**config.mk**
```make
export PLATFORM = sky130hd
export DESIGN_NAME = wmf_cfg
export DESIGN_NICKNAME = d
export VERILOG_FILES = /design/src/rtl/wmf_pkg.sv /design/src/rtl/wmf_cfg.sv
export SDC_FILE = /design/constraint.sdc
export NUM_CORES = 1
export LEC_CHECK = 0
export ABC_AREA = 1
export BUFFER_PORTS_ARGS = -buffer_cell sky130_fd_sc_hd__buf_2
export CAP_MARGIN = 20
export CORE_ASPECT_RATIO = 1.1
export CORE_MARGIN = 4
export CORE_UTILIZATION = 53
export DETAILED_ROUTE_END_ITERATION = 10
export MAX_ROUTING_LAYER = met4
export PLACE_DENSITY = 0.92
export REMOVE_ABC_BUFFERS = 1
export SLEW_MARGIN = 20
export SYNTH_ARGS = -nofsm -noshare
export SYNTH_HDL_FRONTEND = slang
export SYNTH_SLANG_ARGS = --single-unit
```
**constraint.sdc**
```tcl
create_clock -name clk -period 2.4 [get_ports clk]
set_input_delay 0.24 -clock clk [delete_from_list [all_inputs] [get_ports clk]]
set_output_delay 0.24 -clock clk [all_outputs]
set_load 0.05 [all_outputs]
```
**src/rtl/wmf_pkg.sv**
```systemverilog
// Package for the two-dimensional window maximum filter.
// Register indexes, configuration widths and the limit bundle shared by the
// configuration block and the top level. No dependencies.
`default_nettype none

package wmf_pkg;

	// configuration register indexes
	localparam logic [1:0] REG_FRAME_ROWS    = 2'd0;
	localparam logic [1:0] REG_FRAME_COLS    = 2'd1;
	localparam logic [1:0] REG_WINDOW_HEIGHT = 2'd2;
	localparam logic [1:0] REG_WINDOW_WIDTH  = 2'd3;

	localparam int CFG_INDEX_BITS = 2;
	localparam int CFG_DATA_BITS  = 16;
	localparam int ROW_BITS       = 16;
	localparam int COLS_BITS      = 11;
	localparam int WIN_BITS       = 4;
	localparam int CORNER_COL_BITS = 10;

	// clamped frame limits, window size with its validity check, config write
	typedef struct packed {
		logic [ROW_BITS-1:0]  rows;
		logic [COLS_BITS-1:0] cols;
		logic [WIN_BITS-1:0]  win_h;
		logic [WIN_BITS-1:0]  win_w;
		logic                 win_ok;
		logic                 cfg_wr;
	} lim_t;

endpackage

`default_nettype wire

```
**src/rtl/wmf_cfg.sv**
```systemverilog
// Configuration registers of the window maximum filter and their clamped limits.
// Depends on wmf_pkg.
`default_nettype none

module wmf_cfg #(
	parameter int MAX_COLS  = 1024,
	parameter int MAX_WIN_H = 8,
	parameter int MAX_WIN_W = 8
) (
	input  wire                                clk,
	input  wire                                arst_n,
	input  wire                                cfg_we,
	input  wire [wmf_pkg::CFG_INDEX_BITS-1:0]  cfg_index,
	input  wire [wmf_pkg::CFG_DATA_BITS-1:0]   cfg_data,
	output wmf_pkg::lim_t                      lim
);

	import wmf_pkg::*;

	logic [ROW_BITS-1:0]  frame_rows_q;
	logic [COLS_BITS-1:0] frame_cols_q;
	logic [WIN_BITS-1:0]  window_height_q;
	logic [WIN_BITS-1:0]  window_width_q;

	// take register writes
	always_ff @(posedge clk or negedge arst_n) begin
		if (!arst_n) begin
			frame_rows_q    <= ROW_BITS'(1);
			frame_cols_q    <= COLS_BITS'(1);
			window_height_q <= WIN_BITS'(1);
			window_width_q  <= WIN_BITS'(1);
		end else if (cfg_we) begin
			unique case (cfg_index)
				REG_FRAME_ROWS:    frame_rows_q    <= cfg_data[ROW_BITS-1:0];
				REG_FRAME_COLS:    frame_cols_q    <= cfg_data[COLS_BITS-1:0];
				REG_WINDOW_HEIGHT: window_height_q <= cfg_data[WIN_BITS-1:0];
				REG_WINDOW_WIDTH:  window_width_q  <= cfg_data[WIN_BITS-1:0];
			endcase
		end
	end

	// clamp frame size, check window size
	always_comb begin
		lim.rows  = (frame_rows_q == '0) ? ROW_BITS'(1) : frame_rows_q;
		if (frame_cols_q == '0) begin
			lim.cols = COLS_BITS'(1);
		end else if (32'(frame_cols_q) > 32'(MAX_COLS)) begin
			lim.cols = COLS_BITS'(MAX_COLS);
		end else begin
			lim.cols = frame_cols_q;
		end
		lim.win_h  = window_height_q;
		lim.win_w  = window_width_q;
		lim.win_ok = (window_height_q != '0) && (32'(window_height_q) <= 32'(MAX_WIN_H))
			&& (window_width_q != '0) && (32'(window_width_q) <= 32'(MAX_WIN_W));
		lim.cfg_wr = cfg_we;
	end

endmodule

`default_nettype wire

```
==> results of run 1 <==
-- critical path, stage by stage (launching register included) --
cell and delay [ns]:
dfstp_2 0.56, nor2_1 0.06, nand3_1 0.08, nor2_1 0.05, nor2_1 0.33, nor2_1 0.08
buf_2 0.22
-- cells in the final DEF, fill, tap and decap left out, types with 3 or more instances in the layout --
cell,instances
buf_2,57
nand2_1,42
dfrtp_1,31
nor2_1,25
inv_1,23
o21ai_2,18
nand3_1,9
o21ai_0,9
clkbuf_4,5
nand2_2,4
o21ai_1,4
dfstp_2,4
nor3_1,3
-- metal layers --
metal / part of all wire, % / GRT usage (%)
met1: 42 / 21.9
met2: 49 / 28.2
met3: 5.9 / 5.16
met4: 2.2 / 7.69
met5: 0 / -
-- power breakdown --
part           internal, mW  switching, mW  total (mW)
clock network         0.104          0.173       0.277
registers             0.692         0.0788       0.770
logic                 0.175          0.561       0.736
total                 0.971          0.813        1.78
-- kinds of logic (layout without fill, tap and decap cells) --
group / after synthesis / count (layout)
and+or+nand+nor: 88 / 88
buffers and inverters: 46 / 88
DFF: 35 / 35
AOI/OAI and AO/OA: 32 / 32
xor gates and xnor gates: 2 / 2
-- what timing repair did --
item                                   CTS  global route
setup endpoints to repair                0             0
endpoints found under the hold margin   31             0
hold buffers                             1             0
-- cell type report --
cell class,instances,area (sq um)
fill,266,1100
clock buffer,6,41.3
multi-input combinational,122,626
sequential,35,881
tap,34,42.5
timing repair buffer,58,295
inverter,24,90.1
-- sequential cells by signal (all words and copies together), names as in the netlist --
register	count
frame_rows_q	16
window_width_q	4
frame_cols_q	11
window_height_q	4
-- worst max-delay path by stage --
stage                 startpoint  endpoint  depth (start not counted)
2_1_floorplan  window_width_q[0]    lim[1]                          3
3_5_place_dp     frame_cols_q[0]   lim[15]                          6
4_1_cts          frame_cols_q[0]   lim[15]                          6
5_1_grt          frame_cols_q[0]   lim[17]                          6
3_3_place_gp     frame_cols_q[0]   lim[12]                          6
6_report         frame_cols_q[0]   lim[11]                          6
-- stage by stage --
stage | instances | hold WS [ns] | utilization [%]
2_1_floorplan | 181 | -0.0556 | -
3_3_place_gp | 272 | 0.344 | 62.6
3_5_place_dp | 272 | 0.344 | 62.6
4_1_cts | 279 | 0.121 | 64.3
5_1_grt | 279 | 0.129 | 64.3
6_report | 279 | 0.133 | 64.3
==> impl_metrics.py, run 1 <==
metrics = {
    "status": {
        "status": "finished, final reports clean",
    },
    "cts": {
        "cts_setup_buffers": 0,
        "cts_buffers": 5,
        "cts_tree": "built",
        "htree_levels": 2,
        "clk_latency_ns": 0.34,
        "cts-root-buf": "clkbuf_4",
        "cts_resized": 0,
        "clk_pin_slew_ns": 0.10,
        "cts_max_path_buffers": 2,
        "cts.sink_count": 35,
    },
    "drt": {
        "wl_per_cell_um": 12.6,
        "drt-vias-per-instance": 4.94,
        "num_vias": 1377,
        "dr.first_iter.drc_count": 72,
        "ant_nets": 0,
        "first_pass_iters": 4,
        "drc": 0,
        "drt-total-wl_um": 3500,
    },
    "sta": {
        "finalHoldViolations": 0,
        "drv_slew": 0,
        "fin_crit_ns": 1.97,
        "fin_setup_tns_ns": 0,
        "worst_pin_slew_ns": 0.755,
        "fin_skew_ns": 0,
        "rsz0062_at_grt": "false",
        "slew_headroom_pct": 49.7,
        "timing.fmax_mhz": 509,
        "worst_slack_ns": 0.434,
        "setup_violations": 0,
        "finalCritPeriodShare_pct": 81.9,
    },
    "floorplan": {
        "num_rows": 21,
        "core_area_sq_um": 3070,
        "start_util_pct": 55.8,
        "die_y_um": 67.7,
        "fp.dieW_um": 62.3,
        "num_io_pins": 58,
        "dieArea_sq_um": 4210,
    },
    "synth": {
        "synth.most_common_cell": "nand2_1",
        "avgSynthCellArea_sq_um": 8.46,
        "synth_warnings": 0,
        "synth-seq-cells": 35,
        "synth-simple-area-share_pct": 22.0,
        "synth_top_area_share_pct": 45.2,
        "synth_ff_type": "dfrtp_1",
        "yosysSeqAreaShare_pct": 51.3,
        "synthAdderAreaFrac_pct": 0,
        "synth_edf_count": 0,
        "synth_cell_types": 21,
        "netlist_instances": 203,
        "synthXorXnorAreaFrac_pct": 1.02,
        "synthTopCellsByArea": "dfrtp_1 45%, nand2_1 9.2%, o21ai_2 9.2%",
        "synth_common_cells": "42 x nand2_1, 31 x dfrtp_1, 25 x nor2_1",
        "muxShareOfSynthArea_pct": 0,
        "synth_area_sq_um": 1720,
        "synth_top_area_cell": "dfrtp_1",
        "async_reset_ff_share_pct": 100,
        "synth_compound_area_share_pct": 13.4,
        "synth_top_family_by_area": "simple AND/OR/NAND/NOR gates",
    },
    "pwr": {
        "power_density_nw_per_um2": 903,
        "finalPower_mw": 1.78,
        "vdd.ir_drop.worst_uv": 519,
        "p_leak_nw": 1.10,
    },
    "global_route": {
        "grt_pass1_wl_um": 5690,
        "grt_overflow": 0,
        "grt_max_degree": 36,
        "grt_pass1_vias": 1267,
        "track_usage_pct": 18.0,
        "antenna_found_initial": 0,
    },
    "hold_path": {
        "min_path_cells": 3,
        "hold_start": "cfg_data[13]",
        "hold_class": "input port to flip-flop",
        "min_to": "frame_rows_q[13]",
    },
    "setup_path": {
        "required_ns": 2.16,
        "r2r_slack_ns": 1.63,
        "crit_arrival_ns": 1.73,
        "crit_type": "flip-flop to primary output",
        "timing.rr.start": "frame_cols_q[0]",
        "reg2reg_depth": 2,
        "cp-start-kind": "flip-flop",
        "crit_fanout": 7,
        "r2r_end": "frame_cols_q[0]",
        "end_kind": "primary output",
    },
    "final_layout": {
        "syn_to_final_growth_pct": 15.1,
        "antenna_cells": 0,
        "nNetsFinal": 267,
        "drive_gt1_share_pct": 37.6,
        "finish.instance_area_sq_um": 1980,
    },
    "place": {
        "io_buffers": 57,
        "place_ws_ns": 0.796,
        "gp_congestion": 0.811,
        "dp_hpwl_um": 2680,
        "place_area_sq_um": 1920,
    },
    "run": {
        "maxCapViolCount": 0,
    },
}
No activity file was read; power rests on OpenSTA's default activity.
==> inputs of run 2 (changes only) <==
CORE_UTILIZATION = 45   (was 53)
PLACE_DENSITY = 0.84   (was 0.92)
clock period = 1.67 ns   (was 2.4 ns; I/O delays follow)
==> run 2 against run 1 <==
  * Combinational power increased by 60%
  * Non-clock buffer count increased by 7
  * Die area increased by 16%
  * Flip-flop and latch count unchanged
  * Final cell count increased by 9.0%
  * Global-route usage decreased by 0.85 points
  * Clock skew unchanged
  * Largest cell class unchanged
==> impl_metrics.py, run 2 (synthesis gave the netlist of run 1 again) <==
metrics = {
    "status": {
        "status": "finished, final reports clean",
    },
    "cts": {
        "cts.sink_count": 35,
        "clk_pin_slew_ns": 0.07,
        "cts-root-buf": "clkbuf_8",
        "cts_max_path_buffers": 2,
        "cts_buffers": 5,
        "clk_latency_ns": 0.28,
        "htree_levels": 2,
        "cts_tree": "built",
    },
    "final_layout": {
        "syn_to_final_growth_pct": 27.1,
        "reg_top3": "frame_rows_q (16), frame_cols_q (11)",
        "final_common_cell": "buf_2",
        "largest_reg_flops": 16,
        "instances_no_fill": 304,
        "n_fill_cell": 344,
        "nNetsFinal": 274,
        "drive_gt1_share_pct": 44.5,
        "antenna_cells": 0,
        "top_register": "frame_rows_q",
        "final_core_util_pct": 59.7,
        "mostFrequentLayoutCells": "48 x buf_2, 42 x nand2_1, 31 x dfrtp_1",
    },
    "place": {
        "dp.cells": 288,
        "io_buffers": 57,
        "gp_congestion": 0.767,
        "dp_hpwl_um": 2730,
    },
    "global_route": {
        "track_usage_pct": 17.1,
        "antenna_found_initial": 0,
        "grt_pass1_wl_um": 6010,
        "grt_pass1_vias": 1351,
        "grt_overflow": 0,
        "grt_max_degree": 36,
    },
    "setup_path": {
        "crit_fanout": 7,
        "required_ns": 1.50,
        "cp-start-kind": "flip-flop",
        "crit_arrival_ns": 1.46,
        "end_kind": "primary output",
        "crit_type": "flip-flop to primary output",
    },
    "floorplan": {
        "start_util_pct": 47.0,
        "num_io_pins": 58,
        "fp.dieW_um": 66.9,
        "num_rows": 23,
        "dieArea_sq_um": 4870,
        "core_area_sq_um": 3650,
        "die_y_um": 72.8,
    },
    "sta": {
        "fin_skew_ns": 0,
        "finalHoldViolations": 0,
        "setup_violations": 0,
        "worst_pin_slew_ns": 0.745,
        "slew_headroom_pct": 50.4,
        "fin_crit_ns": 1.63,
        "timing.fmax_mhz": 615,
        "rsz0062_at_grt": "true",
        "finalCritPeriodShare_pct": 97.4,
        "drv_slew": 0,
    },
    "pwr": {
        "p_leak_nw": 1.17,
        "vdd.ir_drop.worst_uv": 658,
        "power_density_nw_per_um2": 1320,
        "finalPower_mw": 2.87,
    },
    "drt": {
        "drt-vias-per-instance": 4.62,
        "first_pass_iters": 4,
        "drt-total-wl_um": 3790,
        "dr.first_iter.drc_count": 31,
        "num_vias": 1403,
        "drc": 0,
        "ant_nets": 0,
        "wl_per_cell_um": 12.5,
    },
    "run": {
        "maxCapViolCount": 0,
    },
    "hold_path": {
        "hold_class": "input port to flip-flop",
    },
}
run 2: cell count changes in the layout (fill, tap and decap cells not counted), moves of 3 or more:
cell | before | now
nor2_1 | 25 | 16
clkinv_2 | 0 | 3
clkbuf_4 | 5 | 1
buf_6 | 0 | 7
clkbuf_8 | 0 | 5
nor2_2 | 1 | 8
buf_4 | 0 | 8
buf_2 | 57 | 48
run 2: power breakdown:
group	total, mW	switching [mW]	internal, mW
combinational	1.18	0.843	0.336
clock	0.581	0.296	0.285
sequential	1.11	0.118	0.995
total	2.87	1.26	1.62
run 2: per-stage QoR:
stage	area, sq um	setup slack [ns]	hold WS (ns)	TNS [ns]
floorplan	1600	-0.113	-0.129	-0.183
global placement	1940	0.226	0.271	0
detailed placement	1940	0.167	0.282	0
CTS	2090	-0.0149	0.109	-0.0375
global route	2180	-0.0628	0.120	-0.0825
finish	2180	0.0442	0.110	0
run 2: timing repair:
item / 4_1_cts / 5_1_grt
hold buffers: 1 / 0
pin swaps: 6 / 4
endpoints found under the setup margin: 7 / 9
endpoints found under the hold margin: 31 / 0
setup buffers: 1 / 6
gates resized for setup: 16 / 15
run 2: cell type report:
class / count / area (sq um) / area share (%)
Timing Repair Buffer: 65 / 397 / 18.2
Inverter: 24 / 90.1 / 4.13
Sequential cell: 35 / 881 / 40.4
Clock buffer: 5 / 68.8 / 3.15
Tap cell: 50 / 62.6 / 2.87
Multi-Input combinational cell: 122 / 668 / 30.6
Clock inverter: 3 / 15.0 / 0.688
run 2: per-layer routing:
metal | vias to the layer above | global-route usage (%) | part of all wire (%)
met5 | - | - | 0
met4 | 0 | 4.73 | 1.1
met3 | 6 | 5.70 | 6.1
met2 | 38 | 29.0 | 52
met1 | 642 | 19.3 | 41
li1 | 717 | - | -
run 2: final timing paths:
path / from / endpoint / slack [ns] / cells after the start
worst min-delay path: cfg_data[12] / frame_rows_q[12] / 0.11 / 3
worst max register to register: frame_cols_q[0] / frame_cols_q[0] / 0.81 / 3
min in group asynchronous: arst_n / frame_rows_q[10] / 0.49 / 2
max in group asynchronous: arst_n / frame_cols_q[10] / 0.71 / 2
worst min register to register: frame_rows_q[0] / frame_rows_q[0] / 0.49 / 2
worst max-delay path: frame_cols_q[3] / lim[15] / 0.04 / 6
run 2: worst max-delay path, stage by stage, from the launching register on:
cell and delay, ns:
dfrtp_1 0.41, nor2_2 0.15, nand3_2 0.12, nor2_4 0.12
nor2_4 0.06, nor2_1 0.13, buf_6 0.17
==> inputs of run 3 (changes only) <==
GPL_TIMING_DRIVEN = 0   (was unset)
==> run 3 against run 2 <==
  * Sequential power about the same
  * Via count increased by 0.50%
  * Die area unchanged
  * Wire length about the same
  * Power increased by 1.8%
  * Critical endpoint is now lim[11]
  * First-iteration DRC count increased by 110%
  * Largest cell class unchanged
  * Combinational power about the same
  * Register-to-register slack improved by 0.04 ns
==> impl_metrics.py, run 3 (synthesis gave the netlist of run 1 again) <==
metrics = {
    "status": {
        "status": "finished, final reports clean",
    },
    "pwr": {
        "p_leak_nw": 1.17,
        "p_int_mw": 1.66,
        "power_density_nw_per_um2": 1330,
        "switching_share_pct": 43.2,
        "comb_power_share_pct": 40.5,
        "power_switching_mw": 1.26,
        "vdd.ir_drop.worst_uv": 659,
        "p_clk_share_pct": 21.1,
        "seq_power_share_pct": 38.4,
    },
    "drt": {
        "drt-total-wl_um": 3780,
        "dr.first_iter.drc_count": 64,
        "drt-vias-per-instance": 4.65,
        "drc": 0,
        "num_vias": 1410,
        "wl_per_cell_um": 12.5,
        "first_pass_iters": 4,
        "ant_nets": 0,
    },
    "cts": {
        "clk_latency_ns": 0.28,
        "clk_pin_slew_ns": 0.07,
        "cts.sink_count": 35,
        "cts-root-buf": "clkbuf_8",
        "cts_buffers": 5,
        "htree_levels": 2,
        "cts_max_path_buffers": 2,
        "cts_tree": "built",
    },
    "sta": {
        "fin_skew_ns": 0,
        "timing.fmax_mhz": 602,
        "setup_violations": 0,
        "rsz0062_at_grt": "true",
        "drv_slew": 0,
        "finalHoldViolations": 0,
        "finalCritPeriodShare_pct": 99.5,
        "worst_pin_slew_ns": 0.767,
        "slew_headroom_pct": 48.8,
        "fin_crit_ns": 1.66,
        "worst_slack_ns": 0.00803,
    },
    "place": {
        "dp.cells": 288,
        "place_ws_ns": 0.173,
        "place_area_sq_um": 1940,
        "dp_hpwl_um": 2660,
        "gp_congestion": 0.737,
        "io_buffers": 57,
    },
    "final_layout": {
        "drive_gt1_share_pct": 45.1,
        "largest_reg_flops": 16,
        "instances_no_fill": 303,
        "nNetsFinal": 273,
        "mostFrequentLayoutCells": "49 x buf_2, 42 x nand2_1, 30 x dfrtp_1",
        "finish.instance_area_sq_um": 2200,
        "register_area_sq_um": 882,
        "top_register": "frame_rows_q",
        "reg_top3": "frame_rows_q (16), frame_cols_q (11)",
        "multi_input_area_sq_um": 692,
        "final_common_cell": "buf_2",
        "syn_to_final_growth_pct": 28.4,
        "n_fill_cell": 327,
        "antenna_cells": 0,
        "final_core_util_pct": 60.3,
    },
    "global_route": {
        "track_usage_pct": 16.8,
        "grt_pass1_wl_um": 5870,
        "grt_overflow": 0,
        "grt_max_degree": 36,
        "grt_pass1_vias": 1332,
        "antenna_found_initial": 0,
    },
    "floorplan": {
        "core_area_sq_um": 3650,
        "num_rows": 23,
        "start_util_pct": 47.0,
        "dieArea_sq_um": 4870,
        "die_y_um": 72.8,
        "fp.dieW_um": 66.9,
        "num_io_pins": 58,
    },
    "setup_path": {
        "crit_fanout": 7,
        "path_buf_inv": 1,
        "max_stage_delay_ns": 0.57,
        "cpMaxStageDelayCell": "dfstp_2",
        "required_ns": 1.50,
        "end_kind": "primary output",
        "crit_path_cell_trace": "nor2_4 -> nand3_4 -> nor2_4 -> nor2_4 -> nor2_1 -> buf_6",
        "cp-start-kind": "flip-flop",
        "crit_top_cell": "nor2_4",
        "cp_top_family": "flip-flops",
        "crit_arrival_ns": 1.49,
        "crit_type": "flip-flop to primary output",
    },
    "hold_path": {
        "hold_class": "input port to flip-flop",
    },
    "run": {
        "maxCapViolCount": 0,
    },
}
run 3: cell types whose count changed in the layout (fill, tap and decap cells not counted), sizes merged:
| cell | change |
|---|---|
| clkbuf | +1 |
| clkinv | -2 |
run 3: power groups by stage:
stage | clock network, mW | logic, mW | registers [mW]
3_5_place_dp | 0 | 1.06 | 1.12
3_3_place_gp | 0 | 1.05 | 1.12
6_report | 0.618 | 1.19 | 1.12
2_1_floorplan | 0 | 0.477 | 1.44
4_1_cts | 0.635 | 1.11 | 1.11
5_1_grt | 0.670 | 1.27 | 1.14
run 3: worst min-delay path, stage by stage:
cell     delay (ns)
buf_2          0.07
nand3_1        0.06
nand2_1        0.06
run 3: layout make-up:
type	count	share of cell area (%)
flip-flops and latches	35	40.0
clock buffers	7	3.92
multi-input cells	122	31.4
well taps	50	2.84
inverters	24	4.09
clock inverters	1	0.227
repair buffers	64	17.5
run 3: per-stage QoR:
stage / hold slack, ns / power, mW / TNS, ns
6_report: 0.104 / 2.93 / 0
5_1_grt: 0.121 / 3.08 / -0.511
2_1_floorplan: -0.129 / 1.91 / -0.183
3_5_place_dp: 0.286 / 2.19 / 0
3_3_place_gp: 0.276 / 2.16 / 0
4_1_cts: 0.100 / 2.85 / 0
run 3: layer usage:
layer	global-route usage, %	share of wire [%]	up-vias
li1	-	-	712
met1	19.1	41	656
met2	27.9	52	36
met3	5.08	5.4	6
met4	6.08	1.4	0
met5	-	0	-
run 3: final timing paths:
check	startpoint	end	slack, ns	cells after the start
hold reg to reg	frame_rows_q[15]	frame_rows_q[15]	0.50	2
max in group asynchronous	arst_n	frame_cols_q[10]	0.65	2
setup / recovery	frame_cols_q[0]	lim[11]	0.008	6
min in group asynchronous	arst_n	frame_rows_q[3]	0.49	2
setup reg to reg	frame_cols_q[3]	frame_cols_q[3]	0.85	3
hold / removal	cfg_data[11]	frame_rows_q[11]	0.10	3
run 3: what timing repair did:
item,in CTS,in global routing
endpoints found under the hold margin,31,0
pin swaps,0,7
endpoints found under the setup margin,7,8
resized for setup,15,21
hold buffers,1,0
buffers inserted,0,6
